File: config.mk
export PLATFORM = sky130hd
export DESIGN_NAME = json_string_unescaper
export DESIGN_NICKNAME = d
export VERILOG_FILES = /design/src/design/jsu_pkg.sv /design/src/design/json_string_unescaper.sv /design/src/design/jsu_front.sv /design/src/design/jsu_queue.sv /design/src/design/jsu_back.sv
export SDC_FILE = /design/constraint.sdc
export NUM_CORES = 1
export LEC_CHECK = 0
export BUFFER_PORTS_ARGS = -buffer_cell sky130_fd_sc_hd__buf_2
export CAP_MARGIN = 0
export CORE_MARGIN = 2
export CORE_UTILIZATION = 50
export DETAILED_ROUTE_END_ITERATION = 16
export PLACE_DENSITY_LB_ADDON = 0.3
export SYNTH_ARGS = -nofsm -noshare
export SYNTH_HDL_FRONTEND = slang
export SYNTH_SLANG_ARGS = --single-unit
File: constraint.sdc
create_clock -name clk_i -period 4.4 [get_ports clk_i]
set_input_delay 0.66 -clock clk_i [delete_from_list [all_inputs] [get_ports clk_i]]
set_output_delay 0.66 -clock clk_i [all_outputs]
set_load 0.01 [all_outputs]
File: src/design/jsu_pkg.sv
// jsu_pkg: shared types, codes and helper functions for the json string unescaper
// no dependencies
`default_nettype none

package jsu_pkg;

  localparam int unsigned JsuQueueDepth = 4;

  typedef enum logic [2:0] {
    MODE_IDLE = 3'd0,
    MODE_STR  = 3'd1,
    MODE_ESC  = 3'd2,
    MODE_HEX0 = 3'd3,
    MODE_HEX1 = 3'd4,
    MODE_HEX2 = 3'd5,
    MODE_HEX3 = 3'd6
  } mode_e;

  typedef enum logic [2:0] {
    KIND_BYTE     = 3'd0,
    KIND_CLOSED   = 3'd1,
    KIND_BAD_ESC  = 3'd2,
    KIND_BAD_HEX  = 3'd3,
    KIND_NO_QUOTE = 3'd4,
    KIND_ENDED    = 3'd5
  } kind_e;

  typedef enum logic {
    CMD_BYTE = 1'b0,
    CMD_END  = 1'b1
  } cmd_e;

  // all results caused by one input byte
  typedef struct packed {
    logic [1:0] cnt;
    kind_e      kind;
    logic [7:0] b0;
    logic [7:0] b1;
    logic [7:0] b2;
  } group_t;

  function automatic logic is_hex(input logic [7:0] b);
    is_hex = (b >= 8'h30 && b <= 8'h39) || (b >= 8'h61 && b <= 8'h66) ||
             (b >= 8'h41 && b <= 8'h46);
  endfunction

  function automatic logic [3:0] hex_val(input logic [7:0] b);
    logic [7:0] v;
    if (b <= 8'h39) v = b - 8'h30;
    else if (b >= 8'h61) v = b - 8'h57;
    else v = b - 8'h37;
    hex_val = v[3:0];
  endfunction

endpackage

`default_nettype wire

File: src/design/json_string_unescaper.sv
// json_string_unescaper: top level, front decoder, group fifo and result expander
// depends on jsu_pkg, jsu_front, jsu_queue, jsu_back
//
//  channel  | handshake        | payload
//  ---------+------------------+------------------------------------
//  input    | push / full      | command_i, text_byte_i
//  results  | pop / empty      | kind_o, data_byte_o, last_o
//
// one input byte is taken per cycle while the group fifo has room
// a byte's results (zero to three) land in the fifo at the edge it is taken
// results leave one per cycle while pop is high; a \u escape yielding three bytes
// holds the fifo head for three transfers, so input rate follows the output drain
// full rises when QueueDepth groups wait; reset empties the fifo and returns to idle
`default_nettype none

module json_string_unescaper #(
  parameter int unsigned QueueDepth = jsu_pkg::JsuQueueDepth
) (
  input  wire logic       clk_i,
  input  wire logic       rst_ni,
  input  wire logic       push,
  output logic            full,
  input  wire logic       command_i,
  input  wire logic [7:0] text_byte_i,
  output logic            empty,
  input  wire logic       pop,
  output logic [2:0]      kind_o,
  output logic [7:0]      data_byte_o,
  output logic            last_o
);
  import jsu_pkg::*;

  logic       accept;
  logic       grp_valid;
  group_t     grp, head;
  logic       head_done;
  logic [1:0] idx;

  assign accept = push && !full;

  jsu_front u_front (
    .clk_i       (clk_i),
    .rst_ni      (rst_ni),
    .accept_i    (accept),
    .command_i   (command_i),
    .text_byte_i (text_byte_i),
    .grp_valid_o (grp_valid),
    .grp_o       (grp)
  );

  jsu_queue #(.Depth(QueueDepth)) u_queue (
    .clk_i     (clk_i),
    .rst_ni    (rst_ni),
    .wr_i      (grp_valid),
    .wr_data_i (grp),
    .rd_i      (head_done),
    .rd_data_o (head),
    .full_o    (full),
    .empty_o   (empty)
  );

  jsu_back u_back (
    .clk_i        (clk_i),
    .rst_ni       (rst_ni),
    .head_i       (head),
    .head_empty_i (empty),
    .pop_i        (pop),
    .head_done_o  (head_done),
    .idx_o        (idx),
    .kind_o       (kind_o),
    .data_byte_o  (data_byte_o),
    .last_o       (last_o)
  );

  // the walk index never passes the head group's result count
  a_idx_in_group: assert property (@(posedge clk_i) disable iff (!rst_ni)
    !empty |-> (idx < head.cnt))
    else $error("result index beyond head group");

  // only decoded bytes come in runs; every other kind ends its group
  a_status_last: assert property (@(posedge clk_i) disable iff (!rst_ni)
    (!empty && kind_o != KIND_BYTE) |-> last_o)
    else $error("status result not marked last");

  // a transfer inside a group leaves the rest of that group waiting
  a_group_holds: assert property (@(posedge clk_i) disable iff (!rst_ni)
    (pop && !empty && !last_o) |=> (!empty && idx == $past(idx) + 2'd1))
    else $error("group lost in the middle");

  // a group is never stored without results
  a_no_empty_group: assert property (@(posedge clk_i) disable iff (!rst_ni)
    grp_valid |-> (grp.cnt != 2'd0 && accept))
    else $error("empty group written");

endmodule

`default_nettype wire

File: src/design/jsu_front.sv
// jsu_front: accepts text bytes, tracks the string mode and builds result groups
// depends on jsu_pkg
`default_nettype none

module jsu_front (
  input  wire logic            clk_i,
  input  wire logic            rst_ni,
  input  wire logic            accept_i,
  input  wire logic            command_i,
  input  wire logic [7:0]      text_byte_i,
  output logic                 grp_valid_o,
  output jsu_pkg::group_t      grp_o
);
  import jsu_pkg::*;

  mode_e       mode_q, mode_d;
  logic [11:0] acc_q, acc_d;
  logic        hex_ok;
  logic [3:0]  hv;
  logic [15:0] code;

  assign hex_ok = is_hex(text_byte_i);
  assign hv     = hex_val(text_byte_i);
  assign code   = {acc_q, hv};

  // next state
  always_comb begin
    mode_d = mode_q;
    acc_d  = acc_q;
    if (accept_i) begin
      if (command_i == CMD_END) begin
        mode_d = MODE_IDLE;
      end else begin
        unique case (mode_q) inside
          MODE_STR: begin
            if (text_byte_i == 8'h22) mode_d = MODE_IDLE;
            else if (text_byte_i == 8'h5c) mode_d = MODE_ESC;
          end
          MODE_ESC: begin
            case (text_byte_i) inside
              8'h75: begin
                mode_d = MODE_HEX0;
                acc_d  = '0;
              end
              8'h22, 8'h5c, 8'h2f, 8'h62, 8'h66, 8'h6e, 8'h72, 8'h74: mode_d = MODE_STR;
              default: mode_d = MODE_IDLE;
            endcase
          end
          MODE_HEX0, MODE_HEX1, MODE_HEX2: begin
            if (hex_ok) begin
              acc_d  = {acc_q[7:0], hv};
              mode_d = mode_e'(mode_q + 3'd1);
            end else begin
              mode_d = MODE_IDLE;
            end
          end
          MODE_HEX3: mode_d = hex_ok ? MODE_STR : MODE_IDLE;
          default: begin
            if (text_byte_i == 8'h22) mode_d = MODE_STR;
          end
        endcase
      end
    end
  end

  // result group
  always_comb begin
    grp_o = '{cnt: 2'd0, kind: KIND_BYTE, b0: 8'h00, b1: 8'h00, b2: 8'h00};
    if (command_i == CMD_END) begin
      if (mode_q != MODE_IDLE) begin
        grp_o.cnt  = 2'd1;
        grp_o.kind = KIND_ENDED;
      end
    end else begin
      unique case (mode_q) inside
        MODE_STR: begin
          grp_o.cnt = (text_byte_i == 8'h5c) ? 2'd0 : 2'd1;
          if (text_byte_i == 8'h22) grp_o.kind = KIND_CLOSED;
          else grp_o.b0 = text_byte_i;
        end
        MODE_ESC: begin
          grp_o.cnt = 2'd1;
          case (text_byte_i) inside
            8'h22, 8'h5c, 8'h2f: grp_o.b0 = text_byte_i;
            8'h62: grp_o.b0 = 8'h08;
            8'h66: grp_o.b0 = 8'h0c;
            8'h6e: grp_o.b0 = 8'h0a;
            8'h72: grp_o.b0 = 8'h0d;
            8'h74: grp_o.b0 = 8'h09;
            8'h75: grp_o.cnt = 2'd0;
            default: grp_o.kind = KIND_BAD_ESC;
          endcase
        end
        MODE_HEX0, MODE_HEX1, MODE_HEX2: begin
          if (!hex_ok) begin
            grp_o.cnt  = 2'd1;
            grp_o.kind = KIND_BAD_HEX;
          end
        end
        MODE_HEX3: begin
          if (!hex_ok) begin
            grp_o.cnt  = 2'd1;
            grp_o.kind = KIND_BAD_HEX;
          end else if (code < 16'h0080) begin
            grp_o.cnt = 2'd1;
            grp_o.b0  = code[7:0];
          end else if (code < 16'h0800) begin
            grp_o.cnt = 2'd2;
            grp_o.b0  = 8'hc0 | {3'b000, code[10:6]};
            grp_o.b1  = 8'h80 | {2'b00, code[5:0]};
          end else begin
            grp_o.cnt = 2'd3;
            grp_o.b0  = 8'he0 | {4'h0, code[15:12]};
            grp_o.b1  = 8'h80 | {2'b00, code[11:6]};
            grp_o.b2  = 8'h80 | {2'b00, code[5:0]};
          end
        end
        default: begin
          // whitespace and the opening quote give nothing
          if (!(text_byte_i == 8'h22 || text_byte_i == 8'h20 || text_byte_i == 8'h09 ||
                text_byte_i == 8'h0a || text_byte_i == 8'h0d)) begin
            grp_o.cnt  = 2'd1;
            grp_o.kind = KIND_NO_QUOTE;
          end
        end
      endcase
    end
  end

  assign grp_valid_o = accept_i && (grp_o.cnt != 2'd0);

  always_ff @(posedge clk_i or negedge rst_ni) begin
    if (!rst_ni) begin
      mode_q <= MODE_IDLE;
      acc_q  <= '0;
    end else begin
      mode_q <= mode_d;
      acc_q  <= acc_d;
    end
  end

endmodule

`default_nettype wire

File: src/design/jsu_queue.sv
// jsu_queue: short fifo of result groups between front and back
// depends on jsu_pkg
`default_nettype none

module jsu_queue #(
  parameter int unsigned Depth = jsu_pkg::JsuQueueDepth
) (
  input  wire logic             clk_i,
  input  wire logic             rst_ni,
  input  wire logic             wr_i,
  input  wire jsu_pkg::group_t  wr_data_i,
  input  wire logic             rd_i,
  output jsu_pkg::group_t       rd_data_o,
  output logic                  full_o,
  output logic                  empty_o
);
  import jsu_pkg::*;

  localparam int unsigned PtrW = (Depth > 1) ? $clog2(Depth) : 1;
  localparam int unsigned CntW = $clog2(Depth + 1);

  group_t            mem_q [Depth];
  logic [PtrW-1:0]   wptr_q, rptr_q;
  logic [CntW-1:0]   cnt_q;
  logic              do_wr, do_rd;

  assign full_o    = (cnt_q == CntW'(Depth));
  assign empty_o   = (cnt_q == '0);
  assign do_wr     = wr_i && !full_o;
  assign do_rd     = rd_i && !empty_o;
  assign rd_data_o = mem_q[rptr_q];

  always_ff @(posedge clk_i) begin
    if (do_wr) mem_q[wptr_q] <= wr_data_i;
  end

  always_ff @(posedge clk_i or negedge rst_ni) begin
    if (!rst_ni) begin
      wptr_q <= '0;
      rptr_q <= '0;
      cnt_q  <= '0;
    end else begin
      if (do_wr) wptr_q <= (wptr_q == PtrW'(Depth - 1)) ? '0 : wptr_q + 1'b1;
      if (do_rd) rptr_q <= (rptr_q == PtrW'(Depth - 1)) ? '0 : rptr_q + 1'b1;
      if (do_wr && !do_rd) cnt_q <= cnt_q + 1'b1;
      else if (do_rd && !do_wr) cnt_q <= cnt_q - 1'b1;
    end
  end

endmodule

`default_nettype wire

File: src/design/jsu_back.sv
// jsu_back: walks the head group and hands out one result per transfer
// depends on jsu_pkg
`default_nettype none

module jsu_back (
  input  wire logic             clk_i,
  input  wire logic             rst_ni,
  input  wire jsu_pkg::group_t  head_i,
  input  wire logic             head_empty_i,
  input  wire logic             pop_i,
  output logic                  head_done_o,
  output logic [1:0]            idx_o,
  output logic [2:0]            kind_o,
  output logic [7:0]            data_byte_o,
  output logic                  last_o
);
  import jsu_pkg::*;

  logic [1:0] idx_q;
  logic       xfer;

  assign xfer        = pop_i && !head_empty_i;
  assign last_o      = (idx_q == head_i.cnt - 2'd1);
  assign head_done_o = xfer && last_o;
  assign idx_o       = idx_q;
  assign kind_o      = head_i.kind;

  always_comb begin
    case (idx_q)
      2'd0:    data_byte_o = head_i.b0;
      2'd1:    data_byte_o = head_i.b1;
      default: data_byte_o = head_i.b2;
    endcase
  end

  always_ff @(posedge clk_i or negedge rst_ni) begin
    if (!rst_ni) begin
      idx_q <= '0;
    end else if (xfer) begin
      idx_q <= last_o ? 2'd0 : idx_q + 2'd1;
    end
  end

endmodule

`default_nettype wire
==> results of run 1 <==
## critical path, delay by kind of cell
family | cells | cell delay (ns)
AOI/OAI and AO/OA | 5 | 1.15
xor gates and xnor gates | 2 | 0.32
adders and majority gates | 3 | 0.91
and+or+nand+nor | 2 | 0.56
buffers and inverters | 3 | 0.31
## final cells by class
class	count	area, sq um	area share
sequential	132	3840	0.531
multi-input combinational	290	2310	0.319
clock buffer	17	425	0.0588
tap	172	215	0.0297
clock inverter	15	188	0.0259
timing repair buffer	33	183	0.0253
inverter	18	67.6	0.00934
## power by group through the flow
stage	logic [mW]	clock network (mW)	registers [mW]
2_1_floorplan	0.959	0	1.63
3_5_place_dp	1.30	0	1.69
3_3_place_gp	1.28	0	1.67
5_1_grt	1.42	1.53	1.68
6_report	1.29	1.44	1.66
4_1_cts	1.31	1.47	1.66
## registers in the layout (all words and copies together) (netlist names)
name,cells
u_back.idx_o,2
u_queue.rptr_q,2
u_front.mode_q,3
u_queue.cnt_q,3
u_queue.wptr_q,2
u_queue.mem_q,108
u_front.acc_q,12
## how the worst max path moves through the flow
stage,start,end,cells past startpoint
after floorplan,text_byte_i[0],u_queue.cnt_q[2],14
after global placement,text_byte_i[0],u_queue.cnt_q[2],15
after detailed placement,text_byte_i[0],u_queue.cnt_q[2],15
after CTS,text_byte_i[0],u_queue.cnt_q[2],15
after global routing,text_byte_i[0],u_queue.cnt_q[2],15
final,text_byte_i[0],u_queue.cnt_q[2],15
## synthesized netlist by cell type, types with 2 or more instances
library cell / n / area (sq um)
mux2i_1: 3 / 30.0
inv_1: 17 / 63.8
and3_1: 2 / 12.5
o21bai_1: 3 / 22.5
buf_1: 5 / 18.8
o21ai_0: 26 / 130
nand2b_1: 8 / 50.1
edfxtp_1: 108 / 3240
nor3_1: 13 / 65.1
xor2_1: 2 / 17.5
o31ai_1: 6 / 45.0
buf_2: 4 / 20.0
and2_1: 7 / 43.8
or2_2: 2 / 12.5
nand2_1: 48 / 180
nor2b_1: 11 / 68.8
a31oi_1: 6 / 37.5
dfrtp_1: 24 / 601
xnor2_1: 4 / 35.0
a222oi_1: 2 / 20.0
nor2_1: 23 / 86.3
mux4_2: 27 / 608
ha_1: 17 / 213
a211o_2: 3 / 30.0
clkbuf_1: 12 / 45.0
a221o_1: 8 / 80.1
nand3_1: 5 / 25.0
a21o_1: 6 / 45.0
nor3b_1: 3 / 22.5
nor4bb_1: 2 / 20.0
a21oi_1: 21 / 105
nand3b_1: 2 / 15.0
mux2_2: 2 / 22.5
nor4_1: 4 / 25.0
## cells by family after synthesis
family	Yosys count
adders and majority gates	18
DFF	132
buffers and inverters	39
AOI/OAI and AO/OA	95
muxes	32
xor gates and xnor gates	6
and+or+nand+nor	139
## per-layer routing
metal | vias to the layer above | GRT usage
met2 | 114 | 0.334
li1 | 1836 | -
met4 | 0 | 0.0635
met1 | 2002 | 0.274
met3 | 13 | 0.0498
met5 | - | 0
## layout by cell type (no fill, tap or decap), types with 7 or more instances in the layout
cell type,instances
nor2b_1,11
dfrtp_1,23
a21oi_1,21
nor3_1,13
nand2b_1,8
o21ai_0,26
nand2_1,48
buf_4,7
ha_1,17
edfxtp_1,108
and2_1,7
mux4_2,27
a221o_1,8
nor2_1,23
inv_1,17
clkbuf_16,17
buf_2,26
==> impl_results.md, run 1 <==
* WS Path Type: primary input to register
* # nets final at roughly 520
* Global-route wire length before repair at ~20,000 um
* Synth Register Bits at about 130
* WHS at ~0.25 ns
* Dpl cells at around 650
* RR Endpoint: u_queue.cnt_q[2]
* Post-Synthesis Cells at ~460
* Sequential power share at 0.378
* DR WL met3 at 657 um
* Leakage at 2.67 nW
* VDD IR max at roughly 0.32 mV
* Seq/Total Area, Yosys at 0.610
* Worst clock skew at slightly above 0.009 ns
* Core area at about 12,000 sq um
* NetSw at about 1.3 mW
* Remaining Overflow, GRT at 0
* Fillcell total at slightly below 1,000
* Final GP Congestion at slightly below 1
* CTS sink count at ~130
* FFs w/ async S/R, synth at 0.182
* Horiz. Die Dim at roughly 120 um
* Number of synthesized flops with an enable pin at 108
* Unrepaired setup endpoints after global routing: no
* Final setup fails at 0
* I/O pins at 27
* Synth Area in Compound Gates at 0.104
* Final instance count without filler cells at 677
* Clk pwr share at 0.328
* Ant diodes at 0
* WL final at 13,100 um
* Pre-CTS setup slack at approximately 0.44 ns
* # resized after CTS at 0
* Row count at 41
* Sw frac at 0.296
* Initial core utilization at 0.506
* H-tree lvl count at 4
* Max frequency at 0.279 GHz
* Port Buffers at 26
* CTS root buffer: clkbuf_16
* DRT iter0 DRCs at 411
* Synthesized area at around 6300 sq um
* Crit-path slowest cell: nor3b_1
* DR pass1 iterations at 4
* Post-Layout Inst Area at ~7200 sq um
* Wire per inst at 19.4 um
* CTS Hold Bufs at 0
* Most used DFF post-synth: edfxtp_1
* Element type at the critical path end: register
* Area Overhead vs Synth at 14.7%
* Synth cell types at 59
* Internal at 3.09 mW
* Reg clk slew, reported paths at around 0.050 ns
* Slew headroom at 0.555
* Simple-gate portion of the synthesized area at 0.112
* Vias in the first global route at slightly below 4,000
* Met2 Wirelength at 6470 um
* Uppermost layer routed: met4
* Max_cap viols at 0
* Clk_lat worst skew at about 0.41 ns
* Post-route minimum period at between 3 and 4 ns
* Xor/xnor share of the synthesized area at 0.00833
* PnR worst setup slack at 0.820 ns
* Final Hold Viols at 0
* Run status: finished clean
* HP Class: primary input to async pin
* TritonCTS clock tree: built
* Die ar. at roughly 14,000 sq um
* Cell Area, Placed at 6620 sq um
* Synth Area per Inst at roughly 14 sq um
* PD cells at between 600 and 700 nW/um^2
* Post-CTS setup buffers at 0
* Period utilization at 0.814
* Routed Antenna Nets at 0
* Post-Route Setup TNS at 0 ns
* Startpoint types: primary input
* Routed vias at 3,965
* Post-DR vias/cell at 5.86
* Reg2reg start: u_front.mode_q[0]
* Synth warn at 0
* Total track usage at 0.205
* Combinational share of power at 0.294
* Arrival @ worst endpoint at 3.91 ns
* Final core utilization at 0.580
* CTS Buf Count at 17
* Main combinational cell family by area after synthesis: simple AND/OR/NAND/NOR gates
* DP HPWL at roughly 8600 um
* Vert. Die Dim at 116 um
* Max Buffers Root-to-Sink at 2
* R2R cell count at 14
* Critical Path RT at 4.73 ns
* Total power at between 4 and 5 mW
* Syn_nets at slightly below 500
* Share of cells above drive strength 1 at 0.210
* Largest net degree at the start of global routing at 28
* WL met1 at around 5900 um
* Critical path peak fanout at 6
* Crit path cell chain: buf_2, inv_1, ha_1, nor3b_1, a31o_2, a31oi_1, a21o_1, a211o_2, a21oi_2, ha_1, inv_1, fa_1, xor2_1, nor2_1, xor2_1
* Mux contribution to synthesized area at 0.105
* FF-to-FF setup slack at between 0.9 and 1 ns
* Final slew viol count at 0
* Post-synthesis adder-cell area fraction at 0.0369
* Initial antenna violation count at 0
* Residual DRC at 0
* Worst-Margin Slew at 0.666 ns
* Worst path max stage delay at around 0.45 ns
(Power assumes the default switching activity.)
==> inputs of run 2 (changes only) <==
clock period = 3.3 ns   (was 4.4 ns; I/O delays follow)
==> impl_results.md, run 2 (same netlist as run 1, synthesis figures left out) <==
* Run status: finished clean
* Area Overhead vs Synth at 20.3%
* FF-to-FF setup slack at 0.20 ns
* Reg with most FFs: u_queue.mem_q
* Initial antenna violation count at 0
* Final slew viol count at 0
* Multi-input logic area at about 2300 sq um
* R2R cell count at 13
* Period utilization at 0.939
* Die ar. at approximately 14,000 sq um
* HP Class: primary input to async pin
* Remaining Overflow, GRT at 0
* Top Registers: u_queue.mem_q: 108 flops, u_front.acc_q: 12 flops
* Critical Path RT at roughly 3.6 ns
* Buf/Inv on CP at 2
* Port Buffers at 26
* Vert. Die Dim at 116 um
* Slew headroom at 0.548
* Fillcell total at approximately 950
* Unrepaired setup endpoints after global routing: no
* Max_cap viols at 0
* WS Path Type: register to register
* Startpoint types: register
* Most frequent cells in the layout: 108 x edfxtp_1, 48 x nand2_1, 43 x buf_4, 27 x mux4_2
* Dpl cells at ~700
* DR pass1 iterations at 8
* TritonCTS clock tree: built
* Initial core utilization at 0.506
* Max Buffers Root-to-Sink at 2
* Reg clk slew, reported paths at around 0.05 ns
* Residual DRC at 0
* Post-DR vias/cell at 5.78
* Register Area at 3850 sq um
* Total track usage at 0.220
* Leakage at about 2.9 nW
* NetSw at 1.73 mW
* Critical path peak fanout at 7
* Clk_lat worst skew at around 0.41 ns
* DRT iter0 DRCs at about 450
* # nets final at roughly 560
* Wire per inst at around 19 um
* Crit-path slowest cell: fa_1
* Most common cell after layout, fill and taps aside: edfxtp_1
* Worst-Margin Slew at 0.678 ns
* VDD IR max at ~0.44 mV
* Arrival @ worst endpoint at approximately 3.4 ns
* Core area at approximately 12,000 sq um
* WL final at 13,600 um
* Clk pwr share at 0.317
* CP Depth at 13
* Final instance count without filler cells at between 700 and 800
* Global-route wire length before repair at ~22,000 um
* Worst clock skew at ~0.013 ns
* Element type at the critical path end: register
* Post-Route Setup TNS at 0 ns
* Final GP Congestion at 0.946
* Horiz. Die Dim at between 100 and 150 um
* CTS sink count at around 130
* PD cells at between 700 and 800 nW/um^2
* Final setup fails at 0
* Ant diodes at 0
* Crit path cell chain: inv_1, ha_1, a2111oi_4, nand2b_1, o31a_1, o21a_4, a21oi_4, ha_2, inv_1, fa_1, xor2_1, nor2_1, xor2_1
* Sw frac at 0.292
* Max reg flops at 108
* Final Hold Viols at 0
* Crit path max-delay family: compound AO/OA/AOI/OAI gates
* Routed Antenna Nets at 0
* Share of cells above drive strength 1 at 0.274
* H-tree lvl count at 4
* I/O pins at 27
* Reg2reg start: u_front.mode_q[0]
* CTS root buffer: clkbuf_16
* Largest net degree at the start of global routing at 28
* Worst path max stage delay at 0.43 ns
* Row count at between 40 and 50
* Combinational share of power at 0.310
* CTS Buf Count at 17
* Post-route minimum period at around 3.1 ns
* RR Endpoint: u_queue.cnt_q[2]
* Max frequency at about 0.32 GHz
* Internal at about 4.2 mW
* Vias in the first global route at around 4,100
* Sequential power share at 0.373
* Routed vias at 4,136
* DP HPWL at between 9000 and 10,000 um
## run 2: stage by stage
step                hold WS, ns   util  worst slack, ns  power [mW]  area (sq um)
CTS                      0.0799  0.607           0.0885        5.99          7570
global placement          0.481  0.559          -0.0282        4.04          6970
finish                   0.0855  0.608            0.200        5.93          7580
detailed placement        0.502  0.559           -0.125        4.09          6970
global route              0.102  0.608           0.0401        6.27          7580
floorplan                 0.199      -           0.0178        3.47          6320
## run 2: routing by layer
layer / global-route usage / routed length (um)
met1: 0.295 / 5950
met2: 0.363 / 6780
met3: 0.0462 / 672
met4: 0.0683 / 165
met5: 0 / 0
## run 2: what timing repair did
action | CTS | global route
setup endpoints to repair | 0 | 1
hold endpoints to repair | 0 | 0
setup buffers | 0 | 0
hold buffers | 0 | 0
resized for setup | 0 | 2
## run 2: area by class of cell
cell class | count | share of cell area
Multi-Input combinational cell | 290 | 0.309
Clock inverter | 11 | 0.0173
Timing Repair Buffer | 72 | 0.0676
Inverter | 18 | 0.00891
Clock buffer | 21 | 0.0620
Tap cell | 172 | 0.0284
Sequential cell | 132 | 0.507
## run 2: worst max-delay path by stage
| stage | startpoint | to | slack (ns) |
|---|---|---|---|
| 3_3_place_gp | text_byte_i[0] | u_queue.cnt_q[2] | -0.03 |
| 5_1_grt | u_front.mode_q[0] | u_queue.cnt_q[2] | 0.04 |
| 2_1_floorplan | text_byte_i[0] | u_queue.cnt_q[2] | 0.02 |
| 3_5_place_dp | text_byte_i[0] | u_queue.cnt_q[2] | -0.12 |
| 6_report | u_front.mode_q[0] | u_queue.cnt_q[2] | 0.20 |
| 4_1_cts | u_front.mode_q[0] | u_queue.cnt_q[2] | 0.09 |
## run 2: worst reg2reg max path, cell delays in order, from the launching register on
cell and delay (ns):
dfrtp_2 0.40, inv_1 0.09, ha_1 0.31, a2111oi_4 0.37, nand2b_1 0.09, o31a_1 0.36
o21a_4 0.15, a21oi_4 0.13, ha_2 0.20, inv_1 0.06, fa_1 0.43, xor2_1 0.17
nor2_1 0.11, xor2_1 0.15
## run 2: power groups by stage
| stage | clock network, mW | logic, mW | registers, mW |
|---|---|---|---|
| final | 1.88 | 1.84 | 2.21 |
| after global routing | 2.00 | 2.04 | 2.24 |
| after CTS | 1.92 | 1.86 | 2.21 |
| after detailed placement | 0 | 1.85 | 2.24 |
| after global placement | 0 | 1.81 | 2.22 |
| after floorplan | 0 | 1.29 | 2.18 |
